$ cat config.mk
export PLATFORM = sky130hd
export DESIGN_NAME = blink_frame_id_color_decoder
export DESIGN_NICKNAME = d
export VERILOG_FILES = /design/src/hdl/bfidc_pkg.sv /design/src/hdl/bfidc_cfg_regs.sv /design/src/hdl/bfidc_core.sv /design/src/hdl/blink_frame_id_color_decoder.sv
export SDC_FILE = /design/constraint.sdc
export NUM_CORES = 1
export LEC_CHECK = 0
export BUFFER_PORTS_ARGS = -buffer_cell sky130_fd_sc_hd__buf_4
export CORE_UTILIZATION = 40
export DETAILED_ROUTE_END_ITERATION = 8
export HOLD_SLACK_MARGIN = 0.06
export PLACE_DENSITY = 0.6
export SLEW_MARGIN = 30
export SYNTH_ARGS = -nofsm -noshare
export SYNTH_HDL_FRONTEND = slang
export SYNTH_SLANG_ARGS = --single-unit
$ cat constraint.sdc
create_clock -name clk -period 4.07 [get_ports clk]
set_input_delay 0.2035 -clock clk [delete_from_list [all_inputs] [get_ports clk]]
set_output_delay 0.2035 -clock clk [all_outputs]
set_load 0.02 [all_outputs]
$ cat src/hdl/bfidc_pkg.sv
// ----------------------------------------------------------------------------
// bfidc_pkg
// shared types and constants for the blink frame id / color decoder
// ----------------------------------------------------------------------------
package bfidc_pkg;

	localparam int unsigned FrameBits = 5;
	localparam int unsigned LevelW    = 8;
	localparam int unsigned CfgIdxW   = 2;

	// configuration register indexes
	localparam logic [CfgIdxW-1:0] REG_RED_THR  = 2'd0;
	localparam logic [CfgIdxW-1:0] REG_BLUE_THR = 2'd1;
	localparam logic [CfgIdxW-1:0] REG_LIFETIME = 2'd2;

	// register reset values
	localparam logic [LevelW-1:0] RED_THR_RST  = 8'd80;
	localparam logic [LevelW-1:0] BLUE_THR_RST = 8'd50;
	localparam logic [LevelW-1:0] LIFETIME_RST = 8'd60;

	// input command codes
	localparam logic CMD_SAMPLE   = 1'b0;
	localparam logic CMD_ACTIVATE = 1'b1;

	// id phase codes, all others act as decided
	localparam logic [2:0] PH_NONE    = 3'd0;
	localparam logic [2:0] PH_DECIDED = 3'd1;
	localparam logic [2:0] PH_VOTE_C  = 3'd2;
	localparam logic [2:0] PH_VOTE_B  = 3'd3;
	localparam logic [2:0] PH_VOTE_A  = 3'd4;

	typedef struct packed {
		logic [LevelW-1:0] red_thr;
		logic [LevelW-1:0] blue_thr;
		logic [LevelW-1:0] lifetime;
	} cfg_t;

	// packed lowest field last so that bit 0 is alive
	typedef struct packed {
		logic                 killed;
		logic [1:0]           color_code;
		logic                 color_valid;
		logic [1:0]           light_id;
		logic                 id_valid;
		logic                 parity_ok;
		logic [FrameBits-1:0] frame_value;
		logic                 frame_done;
		logic                 cursor_pressed;
		logic                 alive;
	} result_t;

endpackage

$ cat src/hdl/bfidc_cfg_regs.sv
// ----------------------------------------------------------------------------
// bfidc_cfg_regs
// threshold and lifetime registers behind the plain write port
// ----------------------------------------------------------------------------
module bfidc_cfg_regs
	import bfidc_pkg::*;
(
	input  logic               clk,
	input  logic               arst_n,
	input  logic               cfg_we,
	input  logic [CfgIdxW-1:0] cfg_index,
	input  logic [LevelW-1:0]  cfg_wdata,
	output cfg_t               cfg
);

	cfg_t cfg_q;

	always_ff @(posedge clk or negedge arst_n) begin
		if (!arst_n) begin
			cfg_q.red_thr  <= RED_THR_RST;
			cfg_q.blue_thr <= BLUE_THR_RST;
			cfg_q.lifetime <= LIFETIME_RST;
		end else if (cfg_we) begin
			unique case (cfg_index)
				REG_RED_THR:  cfg_q.red_thr  <= cfg_wdata;
				REG_BLUE_THR: cfg_q.blue_thr <= cfg_wdata;
				REG_LIFETIME: cfg_q.lifetime <= cfg_wdata;
				default: ;
			endcase
		end
	end

	assign cfg = cfg_q;

endmodule

$ cat src/hdl/bfidc_core.sv
// ----------------------------------------------------------------------------
// bfidc_core
// receiver state and one-step update: bit slicing, framing, id vote, color
// ----------------------------------------------------------------------------
module bfidc_core
	import bfidc_pkg::*;
(
	input  logic              clk,
	input  logic              arst_n,
	input  logic              en,
	input  logic              cmd,
	input  logic [LevelW-1:0] red_level,
	input  logic [LevelW-1:0] blue_level,
	input  cfg_t              cfg,
	output result_t           res
);

	logic                 alive_q, alive_n;
	logic [FrameBits-1:0] shift_q, shift_n;
	logic [2:0]           cnt_q, cnt_n;
	logic [FrameBits-1:0] last_q, last_n;
	logic [LevelW-1:0]    dark_q, dark_n;
	logic [2:0]           phase_q, phase_n;
	logic                 idv_q, idv_n;
	logic [1:0]           id_q, id_n;
	logic                 colv_q, colv_n;
	logic [1:0]           col_q, col_n;
	logic                 cursor_q, cursor_n;
	logic [1:0]           slot_q [1:2];
	logic                 wr_slot2, wr_slot1;

	logic                 bit_in;
	logic [2:0]           cnt_inc;
	logic                 done;
	logic                 killed;
	logic [1:0]           idf;
	logic [1:0]           cnt [4];
	logic [1:0]           best;

	always_comb begin
		// id bits of the frame completing this step
		idf = shift_q[FrameBits-2:FrameBits-3];
		for (int i = 0; i < 4; i++) begin
			cnt[i] = 2'(slot_q[2] == 2'(i)) + 2'(slot_q[1] == 2'(i)) + 2'(idf == 2'(i));
		end
		best = 2'd0;
		for (int i = 1; i < 4; i++) begin
			if (cnt[i] > cnt[best]) begin
				best = 2'(i);
			end
		end
	end

	always_comb begin
		alive_n  = alive_q;
		shift_n  = shift_q;
		cnt_n    = cnt_q;
		last_n   = last_q;
		dark_n   = dark_q;
		phase_n  = phase_q;
		idv_n    = idv_q;
		id_n     = id_q;
		colv_n   = colv_q;
		col_n    = col_q;
		cursor_n = cursor_q;
		wr_slot2 = 1'b0;
		wr_slot1 = 1'b0;
		done     = 1'b0;
		killed   = 1'b0;
		bit_in   = red_level > cfg.red_thr;
		cnt_inc  = cnt_q + 3'd1;
		if (cmd == CMD_ACTIVATE) begin
			alive_n = 1'b1;
			phase_n = PH_VOTE_A;
		end else begin
			cursor_n = blue_level > cfg.blue_thr;
			if (bit_in) begin
				dark_n = '0;
			end else if (dark_q != '1) begin
				dark_n = dark_q + 8'd1;
			end
			if (!alive_q) begin
				if (bit_in) begin
					alive_n = 1'b1;
				end
			end else begin
				shift_n = {shift_q[FrameBits-2:0], bit_in};
				cnt_n   = cnt_inc;
				if (cnt_inc >= 3'(FrameBits)) begin
					last_n  = shift_n;
					shift_n = '0;
					cnt_n   = '0;
					done    = 1'b1;
					// used only with even parity
					if (!(^last_n)) begin
						case (phase_q)
							PH_VOTE_A: begin
								wr_slot2 = 1'b1;
								phase_n  = PH_VOTE_B;
							end
							PH_VOTE_B: begin
								wr_slot1 = 1'b1;
								phase_n  = PH_VOTE_C;
							end
							PH_VOTE_C: begin
								id_n    = best;
								idv_n   = 1'b1;
								phase_n = PH_DECIDED;
							end
							default: begin
								if (idv_q && id_q == last_n[4:3]) begin
									col_n  = last_n[2:1];
									colv_n = 1'b1;
								end
							end
						endcase
					end
				end
			end
			if (dark_n > cfg.lifetime) begin
				killed  = 1'b1;
				alive_n = 1'b0;
				shift_n = '0;
				cnt_n   = '0;
				last_n  = '0;
				dark_n  = '0;
				phase_n = PH_NONE;
				idv_n   = 1'b0;
				id_n    = '0;
				colv_n  = 1'b0;
				col_n   = '0;
			end
		end
	end

	always_ff @(posedge clk or negedge arst_n) begin
		if (!arst_n) begin
			alive_q  <= 1'b0;
			shift_q  <= '0;
			cnt_q    <= '0;
			last_q   <= '0;
			dark_q   <= '0;
			phase_q  <= PH_NONE;
			idv_q    <= 1'b0;
			id_q     <= '0;
			colv_q   <= 1'b0;
			col_q    <= '0;
			cursor_q <= 1'b0;
		end else if (en) begin
			alive_q  <= alive_n;
			shift_q  <= shift_n;
			cnt_q    <= cnt_n;
			last_q   <= last_n;
			dark_q   <= dark_n;
			phase_q  <= phase_n;
			idv_q    <= idv_n;
			id_q     <= id_n;
			colv_q   <= colv_n;
			col_q    <= col_n;
			cursor_q <= cursor_n;
		end
	end

	// vote slots, undefined until written; the third vote is the current frame
	always_ff @(posedge clk) begin
		if (en && wr_slot2) begin
			slot_q[2] <= idf;
		end
		if (en && wr_slot1) begin
			slot_q[1] <= idf;
		end
	end

	always_comb begin
		res.alive          = alive_n;
		res.cursor_pressed = cursor_n;
		res.frame_done     = done;
		res.frame_value    = last_n;
		res.parity_ok      = ~(^last_n);
		res.id_valid       = idv_n;
		res.light_id       = idv_n ? id_n : 2'd0;
		res.color_valid    = colv_n;
		res.color_code     = colv_n ? col_n : 2'd0;
		res.killed         = killed;
	end

`ifndef ASSERT_OFF
	a_kill_clears : assert property (@(posedge clk) disable iff (!arst_n)
		en && killed |=> !alive_q && !idv_q && !colv_q && dark_q == '0)
		else $error("kill left receiver state behind");

	a_color_needs_id : assert property (@(posedge clk) disable iff (!arst_n)
		colv_q |-> idv_q)
		else $error("color valid without a decided id");

	a_frame_resets_count : assert property (@(posedge clk) disable iff (!arst_n)
		en && done |=> cnt_q == '0 && shift_q == '0)
		else $error("frame completion did not restart framing");

	a_count_bound : assert property (@(posedge clk) disable iff (!arst_n)
		cnt_q < 3'(FrameBits))
		else $error("bit count past frame length");
`endif

endmodule

$ cat src/hdl/blink_frame_id_color_decoder.sv
// ----------------------------------------------------------------------------
// blink_frame_id_color_decoder
// receiver for one tracked blinking light: id vote and color from 5-bit frames
// ----------------------------------------------------------------------------
// usage
//   s_* carries one item per transfer: s_tuser is the command (sample or
//   activate), s_tdata the red and blue levels at the light. m_* returns one
//   status item for every input item, in order.
//   cfg_we / cfg_index / cfg_wdata write the red threshold, blue threshold and
//   dark lifetime; write only while the block is idle.
// throughput
//   one item per cycle sustained while m_tready stays high. an accepted item is
//   held in the input register, its status is computed by the receiver update and
//   lands in the output register, which drives m_tvalid.
// reset
//   arst_n clears the light to dead with no id or color and restores the
//   register defaults (80, 50, 60). both channels come up empty.
// stalls
//   while m_tready is low the held result stays put, one further item waits in
//   the input register and s_tready drops until the output moves on.
// ----------------------------------------------------------------------------
module blink_frame_id_color_decoder
	import bfidc_pkg::*;
(
	input  logic               clk,
	input  logic               arst_n,
	input  logic               s_tvalid,
	output logic               s_tready,
	input  logic [15:0]        s_tdata,   // red_level[7:0], blue_level[15:8]
	input  logic [0:0]         s_tuser,   // command[0]
	output logic               m_tvalid,
	input  logic               m_tready,
	// alive[0], cursor_pressed[1], frame_done[2], frame_value[7:3], parity_ok[8],
	// id_valid[9], light_id[11:10], color_valid[12], color_code[14:13], killed[15]
	output logic [15:0]        m_tdata,
	input  logic               cfg_we,
	input  logic [CfgIdxW-1:0] cfg_index,
	input  logic [LevelW-1:0]  cfg_wdata
);

	cfg_t              cfg;
	logic              valid_s1;
	logic              cmd_s1;
	logic [LevelW-1:0] red_s1;
	logic [LevelW-1:0] blue_s1;
	logic              advance;
	result_t           res;
	result_t           res_s2;
	logic              valid_s2;

	assign advance  = valid_s1 && (!valid_s2 || m_tready);
	assign s_tready = !valid_s1 || advance;

	always_ff @(posedge clk or negedge arst_n) begin
		if (!arst_n) begin
			valid_s1 <= 1'b0;
			valid_s2 <= 1'b0;
		end else begin
			if (s_tready) begin
				valid_s1 <= s_tvalid;
			end
			if (advance) begin
				valid_s2 <= 1'b1;
			end else if (m_tready) begin
				valid_s2 <= 1'b0;
			end
		end
	end

	always_ff @(posedge clk) begin
		if (s_tvalid && s_tready) begin
			cmd_s1  <= s_tuser[0];
			red_s1  <= s_tdata[7:0];
			blue_s1 <= s_tdata[15:8];
		end
		if (advance) begin
			res_s2 <= res;
		end
	end

	bfidc_cfg_regs u_cfg (
		.clk       (clk),
		.arst_n    (arst_n),
		.cfg_we    (cfg_we),
		.cfg_index (cfg_index),
		.cfg_wdata (cfg_wdata),
		.cfg       (cfg)
	);

	bfidc_core u_core (
		.clk        (clk),
		.arst_n     (arst_n),
		.en         (advance),
		.cmd        (cmd_s1),
		.red_level  (red_s1),
		.blue_level (blue_s1),
		.cfg        (cfg),
		.res        (res)
	);

	assign m_tvalid = valid_s2;
	assign m_tdata  = res_s2;

endmodule
==> flow_summary.toml <==
[worst_setup_path]
r2r-end = "u_core.cnt_q[2]"
reg2reg_slack_ns = 0.30
path_common_cell = "ha_1"
critPathLaunchType = "flip-flop"
crit_path_top_delay_cell = "dfstp_2"
cp.arrival_ns = 4.03
path_cells = "inv_1 -> ha_1 -> nand4_1 -> a21oi_1 -> o22a_1 -> nor2_1 -> ha_1 -> nor2b_1 -> o211ai_1 -> a22o_1 -> a21oi_4 -> buf_4 -> o21ai_2 -> or3_1 -> o31ai_1"
critPathKind = "flip-flop to flip-flop"
cp_max_fo = 12
rr_worst_depth = 15
endpoint_kind = "flip-flop"
critPathRequiredTime_ns = 4.33
max_stage_delay_ns = 0.52
timing.rr.start = "u_cfg.cfg[22]"

[placement]
routabilityCongestion = 0.830
hpwl_um = 7810
port_buffers = 49
pre_cts_ws_ns = 0.106
place_area_sq_um = 5590

[global_route]
grt_antenna_before_repair = 0
use_met3 = 0.0468
grt_pass1_vias = 3721
grt.met2_usage = 0.309
gr-usage-met1 = 0.211
top_usage_layer = "met2"
grt_overflow = 0
track_usage = 0.181
grt_pass1_wl_um = 17800
grt_max_degree = 58

[worst_hold_path]
hp-start = "cfg_wdata[7]"
worstHoldPathCells = 3
hold_path_class = "input pin to flip-flop"
hold_end = "u_cfg.cfg[23]"

[sta]
rsz0062_at_grt = "no"
max_freq_mhz = 265
fin_ws_ns = 0.302
worst_pin_slew_ns = 0.922
finClkSkew_ns = 0.00696
setup_viol = 0
finalHoldViolCount = 0
finalMaxSlewViolations = 0
period_share = 0.926
fin_crit_ns = 3.77
final.setup.tns_ns = 0
slew_headroom = 0.383

[routing]
wire_per_inst_um = 15.1
drt_pre_antenna_iters = 4
routed_via_density = 5.16
route.detailed.drc = 0
detail-route-antenna-nets = 0
drt-initial-drc-count = 211
vias = 3630
routed_wl_um = 10600

[logic_synthesis]
ys.flop_type = "dfrtp_1"
syn_nets = 522
synth_top_area_cell = "dfrtp_1"
synth-edff-count = 37
yosysWarnings = 0
seq_area_frac_synth = 0.509
synth.avg_cell_area_sq_um = 11.1
syn-instance-count = 452
synth_cell_types = 53
ys_seq_elements = 94
postSynth.asyncResetShare = 0.606
netlist_area_sq_um = 5010
synth.area.top_cells = "dfrtp_1, edfxtp_1, ha_1"
synth_top_cell_area_share = 0.240

[power_and_ir_drop]
power.total_uw = 3390
irDropWorstVdd_uv = 304
p_leak_uw = 0.00265
powerDensity_nw_per_um2 = 556

[floorplan]
die_area_sq_um = 13000
core_area_sq_um = 12100
start_util = 0.414
io_pins = 50
rows = 40
die_w_um = 114
die_y_um = 114

[final_layout]
area_growth_pct = 21.5
utilization = 0.503
fin_area_sq_um = 6090
n_antenna_cell = 0
drive_above_1_share = 0.219
multi_input_area_sq_um = 2260
seqCellArea_sq_um = 2550
layout.nets = 600
n_fill_cell = 1113

[clocking]
clk_path_buf_depth = 2
path_clk_slew_ns = 0.06
clock_latency_ns = 0.36
clockRootBuffer = "clkbuf_16"
numCtsBuffers = 9
cts_sinks = 94
tritoncts = "built"
h-tree-depth = 3

[status]
outcome = "finished, final reports clean"

[job]
drv_cap = 0
==> state kept, by name (all words and copies together), names as in the netlist, 3 cells and up <==
name            count
u_core.slot_q       4
red_s1              8
blue_s1             8
u_core.cnt_q        3
u_core.phase_q      3
u_core.shift_q      4
u_core.last_q       5
u_core.dark_q       8
u_cfg.cfg          24
m_tdata            16
==> cells by family (layout without fill, tap and decap cells) <==
logic type	Yosys count	in the layout	synth area share
buffers and inverters	52	135	0.0424
and+or+nand+nor	133	133	0.139
adders and majority gates	38	38	0.101
DFF	94	94	0.509
AOI/OAI and AO/OA	103	103	0.143
muxes	18	18	0.0402
xor gates and xnor gates	14	14	0.0260
==> critical path: cells and delay by family, from the launching register on <==
kind | cells | cell delay [ns]
buffers and inverters | 2 | 0.25
AOI/OAI and AO/OA | 7 | 1.56
and+or+nand+nor | 4 | 0.73
adders and majority gates | 2 | 0.59
DFF | 1 | 0.52
==> final cells by class <==
cell class	count	share of cell area
flip-flops and latches	94	0.419
multi-input cells	306	0.372
repair buffers	80	0.106
clock buffers	9	0.0370
well taps	168	0.0345
inverters	39	0.0240
clock inverters	7	0.00760
==> routing by layer <==
layer | wire (um) | vias to the layer above
met5 | 0 | -
met4 | 354 | 0
met3 | 479 | 23
met2 | 5150 | 77
met1 | 4630 | 1749
li1 | - | 1781
==> layout by cell type, fill, tap and decap left out, drive strengths merged, types with 7 or more instances in the layout <==
cell,count
a21oi,19
a22o,20
buf,61
clkbuf,9
dfrtp,48
dfstp,9
dlygate4sd3,19
edfxtp,37
ha,34
inv,42
mux2,17
nand2,32
nand2b,12
nand3,10
nand4,9
nor2,25
nor2b,14
nor3,11
o211ai,7
o21ai,31
xnor2,7
xor2,7
==> power breakdown <==
group | internal, uW | switching [uW] | leakage (uW)
clock | 415 | 368 | 0.000136
sequential | 1190 | 137 | 0.00106
combinational | 556 | 725 | 0.00145
total | 2160 | 1230 | 0.00265
==> Yosys cell counts, drive strengths merged (6+ instances only) <==
cell	instances
a21oi	19
a22o	20
a31oi	6
and2	6
buf	7
clkbuf	6
dfrtp	48
dfstp	9
edfxtp	37
ha	34
inv	39
mux2	17
nand2	32
nand2b	12
nand3	10
nand4	9
nor2	25
nor2b	14
nor3	11
o211ai	7
o21ai	31
xnor2	7
xor2	7
==> what timing repair did <==
| item | 4_1_cts | 5_1_grt |
|---|---|---|
| endpoints found under the setup margin | 0 | 5 |
| endpoints found under the hold margin | 66 | 0 |
| buffers inserted | 0 | 3 |
| resized for setup | 0 | 5 |
| hold buffers | 19 | 0 |
==> worst max path at each step <==
stage	start	endpoint	slack (ns)	cells past startpoint
after CTS	u_core.slot_q[2][0]	m_tdata[10]	0.1	20
final	u_cfg.cfg[22]	u_core.cnt_q[2]	0.30	15
after floorplan	u_core.shift_q[2]	m_tdata[10]	0.38	21
after detailed placement	u_core.slot_q[2][0]	m_tdata[10]	0.11	20
after global placement	u_core.slot_q[2][0]	m_tdata[10]	0.22	20
after global routing	u_cfg.cfg[22]	u_core.cnt_q[2]	0.05	15
==> stage by stage <==
stage	hold slack, ns	std cells
global placement	0.319	665
detailed placement	0.326	665
finish	0.0792	703
CTS	0.0690	700
global route	0.0938	703
floorplan	-0.0921	452
(Power assumes the default switching activity.)
